**src/rtl/core/lrukv_pkg.sv**
```systemverilog
// ----------------------------------------------------------------------------
// LRU key/value cache package
// Shared command and status types for the controller and the datapath, and the controller's state encoding.
// ----------------------------------------------------------------------------
package lrukv_pkg;

  typedef struct packed {
    logic clear;
    logic start;
    logic step;
    logic commit;
  } lrukv_cmd_t;

  typedef struct packed {
    logic scan_done;
  } lrukv_sts_t;

  typedef enum logic [3:0] {
    ST_IDLE   = 4'b0001,
    ST_SCAN   = 4'b0010,
    ST_COMMIT = 4'b0100,
    ST_OUT    = 4'b1000
  } lrukv_state_t;

endpackage

```
**src/rtl/core/lrukv_ctrl.sv**
```systemverilog
// ----------------------------------------------------------------------------
// LRU key/value cache controller
// Sequences configuration and request acceptance, the entry scan, the commit and the result.
// ----------------------------------------------------------------------------
module lrukv_ctrl import lrukv_pkg::*; (
  input  logic       clk,
  input  logic       rst_n,
  input  logic       in_valid,
  output logic       in_ready,
  output logic       out_valid,
  input  logic       out_ready,
  input  logic       cfg_valid,
  output logic       cfg_ready,
  input  lrukv_sts_t sts,
  output lrukv_cmd_t cmd
);

  lrukv_state_t state_r, state_nxt;

  assign in_ready  = (state_r == ST_IDLE) && !cfg_valid;
  assign cfg_ready = (state_r == ST_IDLE);
  assign out_valid = (state_r == ST_OUT);

  always_comb begin
    state_nxt = state_r;
    cmd = '0;
    cmd.clear = cfg_valid && cfg_ready;
    case (state_r)
      ST_IDLE: begin
        if (in_valid && in_ready) begin
          cmd.start = 1'b1;
          state_nxt = ST_SCAN;
        end
      end
      ST_SCAN: begin
        cmd.step = 1'b1;
        if (sts.scan_done) state_nxt = ST_COMMIT;
      end
      ST_COMMIT: begin
        cmd.commit = 1'b1;
        state_nxt = ST_OUT;
      end
      ST_OUT: begin
        if (out_ready) state_nxt = ST_IDLE;
      end
      default: state_nxt = ST_IDLE;
    endcase
  end

  always_ff @(posedge clk) begin
    if (!rst_n) state_r <= ST_IDLE;
    else state_r <= state_nxt;
  end

endmodule

```
**src/rtl/core/lrukv_dp.sv**
```systemverilog
// ----------------------------------------------------------------------------
// LRU key/value cache datapath
// Key and value memories, valid and rank registers, scan and update logic.
// ----------------------------------------------------------------------------
module lrukv_dp import lrukv_pkg::*; #(
  parameter int ENTRIES  = 16,
  parameter int KEY_BITS = 32
) (
  input  logic              clk,
  input  logic              rst_n,
  input  lrukv_cmd_t        cmd,
  output lrukv_sts_t        sts,
  input  logic [4:0]        cfg_data,
  input  logic              in_req_type,
  input  logic [31:0]       in_lookup_key,
  input  logic signed [31:0] in_write_value,
  output logic              out_found,
  output logic signed [31:0] out_read_value,
  output logic              out_evicted,
  output logic [31:0]       out_evicted_key
);

  localparam int IW = $clog2(ENTRIES);
  localparam int CW = $clog2(ENTRIES + 1);

  logic [KEY_BITS-1:0] key_mem [ENTRIES];
  logic [31:0]         val_mem [ENTRIES];
  logic [ENTRIES-1:0]  valid_r;
  logic [IW-1:0]       rank_r [ENTRIES];
  logic [CW-1:0]       occ_r;
  logic [4:0]          cap_r;

  logic                put_r;
  logic [KEY_BITS-1:0] key_r;
  logic [31:0]         wval_r;
  logic [CW-1:0]       idx_r;
  logic                rd_pend_r;
  logic [IW-1:0]       rd_idx_r;
  logic [KEY_BITS-1:0] rd_key_r;
  logic [31:0]         rd_val_r;
  logic                hit_r;
  logic [IW-1:0]       hit_idx_r;
  logic [31:0]         hit_val_r;
  logic                lru_ok_r;
  logic [IW-1:0]       lru_idx_r;
  logic [KEY_BITS-1:0] lru_key_r;
  logic                free_ok_r;
  logic [IW-1:0]       free_idx_r;

  logic                found_r, evicted_r;
  logic [31:0]         rval_r, evkey_r;

  logic [CW-1:0] cap_eff;
  logic          rd_match;
  logic          rd_lru;
  logic          do_ins, do_evict;
  logic [IW-1:0] slot;
  logic [IW-1:0] limit;
  logic          limit_all;
  logic [KEY_BITS-1:0] key_in;

  assign key_in  = KEY_BITS'(in_lookup_key);
  assign cap_eff = (int'(cap_r) > ENTRIES) ? CW'(ENTRIES) : CW'(cap_r);
  assign rd_match = rd_pend_r && valid_r[rd_idx_r] && (rd_key_r == key_r);
  assign rd_lru   = rd_pend_r && valid_r[rd_idx_r] && (CW'(rank_r[rd_idx_r]) == occ_r - 1'b1);
  assign sts.scan_done = !rd_pend_r && (idx_r == CW'(ENTRIES));

  assign do_ins   = put_r && !hit_r && (cap_eff != '0);
  assign do_evict = do_ins && (occ_r >= cap_eff);
  assign slot     = hit_r ? hit_idx_r : (do_evict ? lru_idx_r : free_idx_r);
  assign limit    = rank_r[hit_idx_r];
  assign limit_all = !hit_r;

  always_ff @(posedge clk) begin
    rd_key_r <= key_mem[IW'(idx_r)];
    rd_val_r <= val_mem[IW'(idx_r)];
    if (cmd.start) begin
      put_r  <= in_req_type;
      key_r  <= key_in;
      wval_r <= in_write_value;
    end
    if (cmd.commit && (do_ins || (hit_r && put_r))) begin
      key_mem[slot] <= key_r;
      val_mem[slot] <= wval_r;
    end
    if (cmd.commit) begin
      found_r   <= hit_r;
      rval_r    <= (hit_r && !put_r) ? hit_val_r : 32'd0;
      evicted_r <= put_r && !hit_r && (do_evict || cap_eff == '0);
      evkey_r   <= !(put_r && !hit_r) ? 32'd0 :
                   (cap_eff == '0) ? 32'(key_r) :
                   do_evict ? 32'(lru_key_r) : 32'd0;
    end
    if (cmd.step) begin
      rd_idx_r <= IW'(idx_r);
      if (rd_match && !hit_r) begin
        hit_r     <= 1'b1;
        hit_idx_r <= rd_idx_r;
        hit_val_r <= rd_val_r;
      end
      if (rd_lru && !lru_ok_r) begin
        lru_ok_r  <= 1'b1;
        lru_idx_r <= rd_idx_r;
        lru_key_r <= rd_key_r;
      end
      if (rd_pend_r && !valid_r[rd_idx_r] && !free_ok_r) begin
        free_ok_r  <= 1'b1;
        free_idx_r <= rd_idx_r;
      end
    end
    if (cmd.start) begin
      hit_r <= 1'b0; lru_ok_r <= 1'b0; free_ok_r <= 1'b0;
      hit_idx_r <= '0; lru_idx_r <= '0; free_idx_r <= '0;
    end
  end

  always_ff @(posedge clk) begin
    if (!rst_n) begin
      valid_r   <= '0;
      occ_r     <= '0;
      cap_r     <= 5'd16;
      idx_r     <= '0;
      rd_pend_r <= 1'b0;
      for (int i = 0; i < ENTRIES; i++) rank_r[i] <= '0;
    end else begin
      if (cmd.start) begin
        idx_r     <= '0;
        rd_pend_r <= 1'b0;
      end else if (cmd.step) begin
        rd_pend_r <= (idx_r != CW'(ENTRIES));
        if (idx_r != CW'(ENTRIES)) idx_r <= idx_r + 1'b1;
      end
      if (cmd.commit && (hit_r || do_ins)) begin
        for (int i = 0; i < ENTRIES; i++) begin
          if (IW'(i) == slot) rank_r[i] <= '0;
          else if (valid_r[i] && !(do_evict && IW'(i) == lru_idx_r) &&
                   (limit_all || rank_r[i] < limit))
            rank_r[i] <= rank_r[i] + 1'b1;
        end
        if (do_ins) begin
          valid_r[slot] <= 1'b1;
          if (!do_evict) occ_r <= occ_r + 1'b1;
        end
      end
      if (cmd.clear) begin
        cap_r   <= cfg_data;
        valid_r <= '0;
        occ_r   <= '0;
        for (int i = 0; i < ENTRIES; i++) rank_r[i] <= '0;
      end
    end
  end

  assign out_found       = found_r;
  assign out_read_value  = rval_r;
  assign out_evicted     = evicted_r;
  assign out_evicted_key = evkey_r;

endmodule

```
**src/rtl/core/lru_key_value_cache_top.sv**
```systemverilog
// ----------------------------------------------------------------------------
// LRU key/value cache top level
// Channel   | Handshake            | Payload
// in_       | in_valid / in_ready  | req_type, lookup_key, write_value
// out_      | out_valid / out_ready| found, read_value, evicted, evicted_key
// cfg_      | cfg_valid / cfg_ready| capacity (5 bits)
// After a request is taken, the key memory is scanned at one entry per cycle
// through its single read port with a registered read; the end of the scan is
// then detected, the commit step updates the store, and the result is shown.
// The next request is taken only after the result has been accepted, and a
// pending configuration write is taken ahead of it.
// Reset is synchronous; capacity resets to 16 and the store is empty.
// ----------------------------------------------------------------------------
module lru_key_value_cache_top import lrukv_pkg::*; #(
  parameter int ENTRIES  = 16,
  parameter int KEY_BITS = 32
) (
  input  logic               clk,
  input  logic               rst_n,
  input  logic               in_valid,
  output logic               in_ready,
  input  logic               in_req_type,
  input  logic [31:0]        in_lookup_key,
  input  logic signed [31:0] in_write_value,
  output logic               out_valid,
  input  logic               out_ready,
  output logic               out_found,
  output logic signed [31:0] out_read_value,
  output logic               out_evicted,
  output logic [31:0]        out_evicted_key,
  input  logic               cfg_valid,
  output logic               cfg_ready,
  input  logic [4:0]         cfg_data
);

  lrukv_cmd_t cmd;
  lrukv_sts_t sts;

  lrukv_ctrl u_ctrl (
    .clk, .rst_n, .in_valid, .in_ready, .out_valid, .out_ready,
    .cfg_valid, .cfg_ready, .sts, .cmd
  );

  lrukv_dp #(.ENTRIES(ENTRIES), .KEY_BITS(KEY_BITS)) u_dp (
    .clk, .rst_n, .cmd, .sts, .cfg_data, .in_req_type, .in_lookup_key,
    .in_write_value, .out_found, .out_read_value, .out_evicted, .out_evicted_key
  );

endmodule

```
**config.mk**
```make
export PLATFORM = sky130hd
export DESIGN_NAME = lru_key_value_cache_top
export DESIGN_NICKNAME = d
export VERILOG_FILES = /design/src/rtl/core/lrukv_pkg.sv /design/src/rtl/core/lrukv_ctrl.sv /design/src/rtl/core/lrukv_dp.sv /design/src/rtl/core/lru_key_value_cache_top.sv
export SDC_FILE = /design/constraint.sdc
export NUM_CORES = 2
export LEC_CHECK = 0
export BUFFER_PORTS_ARGS = -buffer_cell sky130_fd_sc_hd__buf_2
export CORE_ASPECT_RATIO = 2
export CORE_UTILIZATION = 55
export CTS_BUF_LIST = sky130_fd_sc_hd__clkbuf_8
export CTS_CLUSTER_DIAMETER = 150
export DETAILED_ROUTE_END_ITERATION = 10
export PLACE_DENSITY = 0.7
export SYNTH_ARGS = -nofsm -noshare
export SYNTH_HDL_FRONTEND = slang
export SYNTH_SLANG_ARGS = --single-unit
```
**constraint.sdc**
```tcl
create_clock -name clk -period 10.55 [get_ports clk]
set_input_delay 1.5825 -clock clk [delete_from_list [all_inputs] [get_ports clk]]
set_output_delay 1.5825 -clock clk [all_outputs]
set_load 0.01 [all_outputs]
```
Yosys cells after proc, flatten, opt, wreduce, memory -nomap -nowiden
Memory sizes are Yosys's and may differ from the RTL's. A register that Yosys moved wholly into a read port is not among the register bits. Index checks and enable logic that the tools add are counted.

Register bits after elaboration: 250. RAM bits: 1088. Output and inout bits: 69. Memories kept: 3. Logic and storage cells: 498. Bits of input ports: 75.

Mux-type cells: 218. Reduce and logical (&&, ||, !) cells: 123. Order comparisons: 21. Equality and inequality tests: 41. Add/subtract/negate cells: 19. Bitwise logic cells: 51.

Memories: u_dp.key_mem (depth 16, bits a word 32, read ports 1, clocked after Yosys merged registers in 1, write ports 1, RTL line lrukv_dp.sv:26) `logic [KEY_BITS-1:0] key_mem [ENTRIES];`; u_dp.val_mem (depth 16, bits a word 32, read ports 1, clocked after Yosys merged registers in 1, write ports 1, RTL line lrukv_dp.sv:27) `logic [31:0] val_mem [ENTRIES];`; u_dp.rank_r (depth 16, bits a word 4, read ports 18, clocked after Yosys merged registers in 2, write ports 16, RTL line lrukv_dp.sv:29) `logic [IW-1:0] rank_r [ENTRIES];`.

Operators by type and width (count): $mux 4 (56); $mux 1 (156); $logic_and 1x1->1 (68); $add 4x1->4 const B (16); $eq 4x4->1 const A (16); $lt 4x4->1 (16); $mux 32 (2); $or 1x1->1 (48); $eq 3x4->1 const A (8); $eq 32x32->1 (1); $logic_not 1->1 (23); $logic_or 1x1->1 (19); $eq 2x4->1 const A (4); $or 16x16->16 (1); $pmux 4 s4 (1); $add 5x1->5 const B (2); $lt 4x5->1 const B (2); $reduce_and 2->1 (5); $eq 1x4->1 const A (2); $logic_not 4->1 (2); $reduce_and 3->1 (2); $eq 4x5->1 (1); $eq 5x5->1 const B (1); $ge 5x5->1 (1); 17 further kinds (20).

Logic depth before layout (Yosys ltp)
Depth after elaboration: 16. Mapped depth: 14. Gate-level depth less buffers: 12.

Cells and area by module
A second synthesis with hierarchy kept.

Cells, all modules: 2730. Area, all modules: 55092.8 sq um.

Modules (own cells, without submodules): lrukv_dp (seq. area each 40709.0 sq um, area each 54842.6 sq um, instances 1, cells each 2705); lrukv_ctrl (seq. area each 80.1 sq um, area each 250.2 sq um, instances 1, cells each 25).

Worst setup path after synthesis
No wires, ideal clock.

Path type: register -> register. From: register u_ctrl.state_r[0]. To: memory u_dp.key_mem[13][0] (enable). Library setup time: 565 ps. Slack: 2932 ps. Arrival: 7053 ps. Period minus slack after synthesis: 7618 ps. Cell stages (with the launch flop): 6. Required time: 9985 ps. Buffers on the path: 0. Path through: dfxtp_1 -> nor2_1 -> nand3b_1 -> inv_1 -> o211ai_1 -> nor3_1.

Longest elaborated chain between the ends: 5.

Ends and longest elaborated chain: start, declared (RTL line lrukv_ctrl.sv:18) `lrukv_state_t state_r, state_nxt;`; start signal, assigned (RTL line lrukv_ctrl.sv:52) `else state_r <= state_nxt;`; $eq 4x3->1 (RTL line lrukv_ctrl.sv:28) `case (state_r)`; $mux 1 (RTL line lrukv_ctrl.sv:28); $logic_and 1x1->1 (RTL line lrukv_dp.sv:82) `if (cmd.commit && (do_ins || (hit_r && put_r))) begin`; $mux 1 (RTL line lrukv_dp.sv:82); $mux 1 (not written as such) (RTL line lrukv_dp.sv:83) `key_mem[slot] <= key_r;`; end, declared (RTL line lrukv_dp.sv:26).

No other way between the ends.

Final worst setup path
From: register u_dp.occ_r[0]. To: memory u_dp.val_mem[10][3] (enable).

Longest elaborated chain between the ends: 4.

Ends and longest elaborated chain: start, declared (RTL line lrukv_dp.sv:30) `logic [CW-1:0] occ_r;`; start signal, assigned (RTL line lrukv_dp.sv:142) `if (!do_evict) occ_r <= occ_r + 1'b1;`; $ge 5x5->1 (RTL line lrukv_dp.sv:69) `assign do_evict = do_ins && (occ_r >= cap_eff);`; $logic_and 1x1->1 (RTL line lrukv_dp.sv:69); $mux 4 (2 in series) (RTL line lrukv_dp.sv:70) `assign slot = hit_r ? hit_idx_r : (do_evict ? lru_idx_r : free_idx_r);`; end, declared (RTL line lrukv_dp.sv:27).

No other way between the ends.

==> run_results.csv <==
group,metric,value,unit
grt,gr-total-overflow,0,
setup_path,path_delay_family,"compound AO/OA/AOI/OAI gates",
setup_path,cp_slowest_cell,"a211oi_2",
floorplanning,core,98700,sq um
sta,tns,0,ns
sta,period_share,52.2,%
setup_path,cp-start-kind,"flop",
grt,grt-busiest-layer,"met2",
synth,synth_edf_count,1255,
grt,grtUsageMet3,5.08,%
sta,skew,0.0258,ns
floorplanning,rows,163,
status,outcome,"complete, no violations",
setup_path,cp-end-kind,"flop",
sta,drv_slew,0,
drt,vias,27400,
placed_design,post-place-ws,5.09,ns
placed_design,numPortBuffers,143,
floorplanning,fp.dieH,448,um
floorplanning,die_area,101000,sq um
sta,period_needed,5.51,ns
cts,ctsResizeCount,0,
grt,track_usage,27.5,%
setup_path,crit_path_frequent_cell,"buf_4",
finish,fin_util,61.9,%
cts,cts_made_buffers,185,
synth,synth.area.top_cells,"edfxtp_1 (69%), mux4_2 (15%), dfxtp_1 (5.7%)",
grt,grt_max_degree,157,
power_and_ir_drop,leakage,19.6,nW
sta,finalSetupViolCount,0,
grt,met2_usage,48.4,%
setup_path,crit_fanout,44,
placed_design,routabilityCongestion,0.968,
sta,maxSlewHeadroom,13.9,%
min_path,hold_class,"reg2reg",
grt,grt_pass1_wl,195000,um
power_and_ir_drop,p_per_area,174,nW/um^2
synth,synth_top_area_cell,"edfxtp_1",
finish,fin_nets,3113,
synth,netlist_area,54700,sq um
sta,layout_setup_ws,5.04,ns
sta,hold_violations,0,
sta,worstMarginPinSlew,1.28,ns
floorplanning,die_x,225,um
synth,ys_top_cells_by_count,"edfxtp_1 (1255), mux4_2 (362), dfxtp_1 (155)",
cts,clk_pin_slew,0.07,ns
floorplanning,ios,144,
synth,synth.distinct_cells,66,
grt,use_met1,30.4,%
setup_path,crit_buf_inv,3,
grt,grt_pass1_vias,29700,
cts,cts.sinks,1410,
synth,yosysMostFrequentCell,"edfxtp_1",
setup_path,cp.depth,11,
synth,synth_top_area_share,68.9,%
power_and_ir_drop,ir_drop,0.122,mV
synth,ys_dominant_reg_cell,"edfxtp_1",
drt,wl_per_cell,30.0,um
drt,vias_per_cell,6.16,
synth,ys_ff_latch,1410,
drt,drtIter0Drc,2629,
cts,cts_setup_buffers,0,
flow_run,drv_cap,0,
cts,ctsHoldBuffers,0,
grt,antenna_found_initial,6,
cts,cts-root-buf,"clkbuf_8",
synth,async_flop_share,0,%
drt,ant_nets,0,
setup_path,crit_type,"reg2reg",
setup_path,critPathMaxStageDelay,0.82,ns
sta,rsz0062_at_grt,"false",
placed_design,placed_area,57200,sq um
placed_design,dp_hpwl,79900,um
cts,clk_path_buf_depth,3,
synth,syn_nets,2850,
cts,clock_latency,0.87,ns
sta,timing.fmax,0.182,GHz
finish,final_cell_area,61100,sq um
finish,n_fill_cell,6951,
finish,drive_gt1_share,28.0,%
cts,htreeDepth,4,
synth,synthCells,2702,
setup_path,reg2reg_depth,11,
min_path,holdPathStages,0,
drt,totalWireLength,133000,um
finish,area_growth,11.7,%
synth,ys.warnings.count,0,
setup_path,worstPathRequired,11.03,ns
cts,cts_tree,"built",
drt,dr.pass1.iters,5,
drt,drc_errors,0,
synth,ys_seq_area_share,74.5,%
synth,syn_avg_cell_area,20.3,sq um
floorplanning,start_util,55.4,%
setup_path,path_cells,"inv_1 > ha_1 > nand2b_1 > a2111o_1 > a31o_2 > buf_4 > mux2i_1 > a211oi_2 > nand2_1 > nor2_4 > buf_4",
setup_path,arrival,5.99,ns
through the flow:
step	hold slack, ns	std cells	total power [mW]
floorplan	0.386	2702	6.39
global placement	0.387	4097	6.49
detailed placement	0.389	4097	6.51
CTS	0.402	4442	10.7
global route	0.412	4446	10.9
finish	0.402	4449	10.6
path summary, 6_finish.rpt:
kind / from / end / slack (ns)
max: u_dp.occ_r[0]$_SDFFE_PP0P_ / u_dp.val_mem[10][3]$_DFFE_PP_ / 5.04
min: u_dp.rd_val_r[9]$_DFF_P_ / u_dp.hit_val_r[9]$_DFFE_PP_ / 0.40
max reg2reg: u_dp.occ_r[0]$_SDFFE_PP0P_ / u_dp.val_mem[10][3]$_DFFE_PP_ / 5.04
min reg2reg: u_dp.rd_val_r[9]$_DFF_P_ / u_dp.hit_val_r[9]$_DFFE_PP_ / 0.40
sequential cells by signal, summed over array words and instances (netlist names), 4 cells and up, named ones only:
name / flops
u_dp.rd_idx_r: 4
u_dp.rd_val_r: 32
u_dp.hit_idx_r: 4
u_dp.rank_r: 64
u_dp.wval_r: 32
u_dp.rd_key_r: 32
u_dp.free_idx_r: 4
u_dp.valid_r: 16
u_dp.val_mem: 512
u_dp.key_mem: 512
u_dp.hit_val_r: 32
u_dp.occ_r: 5
u_dp.lru_key_r: 32
u_dp.cap_r: 5
u_dp.idx_r: 5
u_dp.lru_idx_r: 4
u_dp.out_evicted_key: 32
u_dp.key_r: 32
u_ctrl.state_r: 4
u_dp.out_read_value: 32
cells in the final DEF (no fill, tap or decap), types with 21 or more instances in the layout:
cell type	instances
clkbuf_8	209
and2_1	38
dfxtp_1	151
clkinv_1	27
o21ai_0	25
mux4_2	362
inv_1	76
nor2_1	120
a21oi_1	45
ha_1	73
buf_4	53
buf_2	144
clkinv_2	36
nand3_1	50
edfxtp_1	1255
mux2i_1	21
nand2_1	98
xor2_1	44
area by class of cell:
class	instances	area [sq um]	share of cell area [%]
sequential	1410	40800	66.8
multi-input combinational	1136	13500	22.0
clock buffer	209	2880	4.71
tap	1320	1650	2.70
timing repair buffer	199	1160	1.90
clock inverter	136	1020	1.66
inverter	33	129	0.211
antenna	6	15.0	0.0246
layer usage:
metal  wire [um]  vias up
met5          15        -
met4        9060        2
met3        7520      348
met2       71300     1101
met1       45600    14300
li1            -    11600
cells by family after synthesis:
logic type,Yosys count,synth area share (%)
flip-flops,1410,74.5
AND/OR/NAND/NOR,406,3.53
multiplexers,385,15.3
AO/OA/AOI/OAI,209,2.84
buffers and inverters,156,1.09
adder cells (fa/ha/maj),73,1.67
XOR/XNOR,63,1.01
where the power goes:
| part | leakage, nW | switching [mW] | total (mW) | internal [mW] |
|---|---|---|---|---|
| Combinational | 4.80 | 0.133 | 0.213 | 0.0799 |
| Clock | 2.18 | 2.02 | 4.22 | 2.20 |
| Sequential | 12.6 | 0.0827 | 6.18 | 6.09 |
Power figures use the tool's default switching activity.
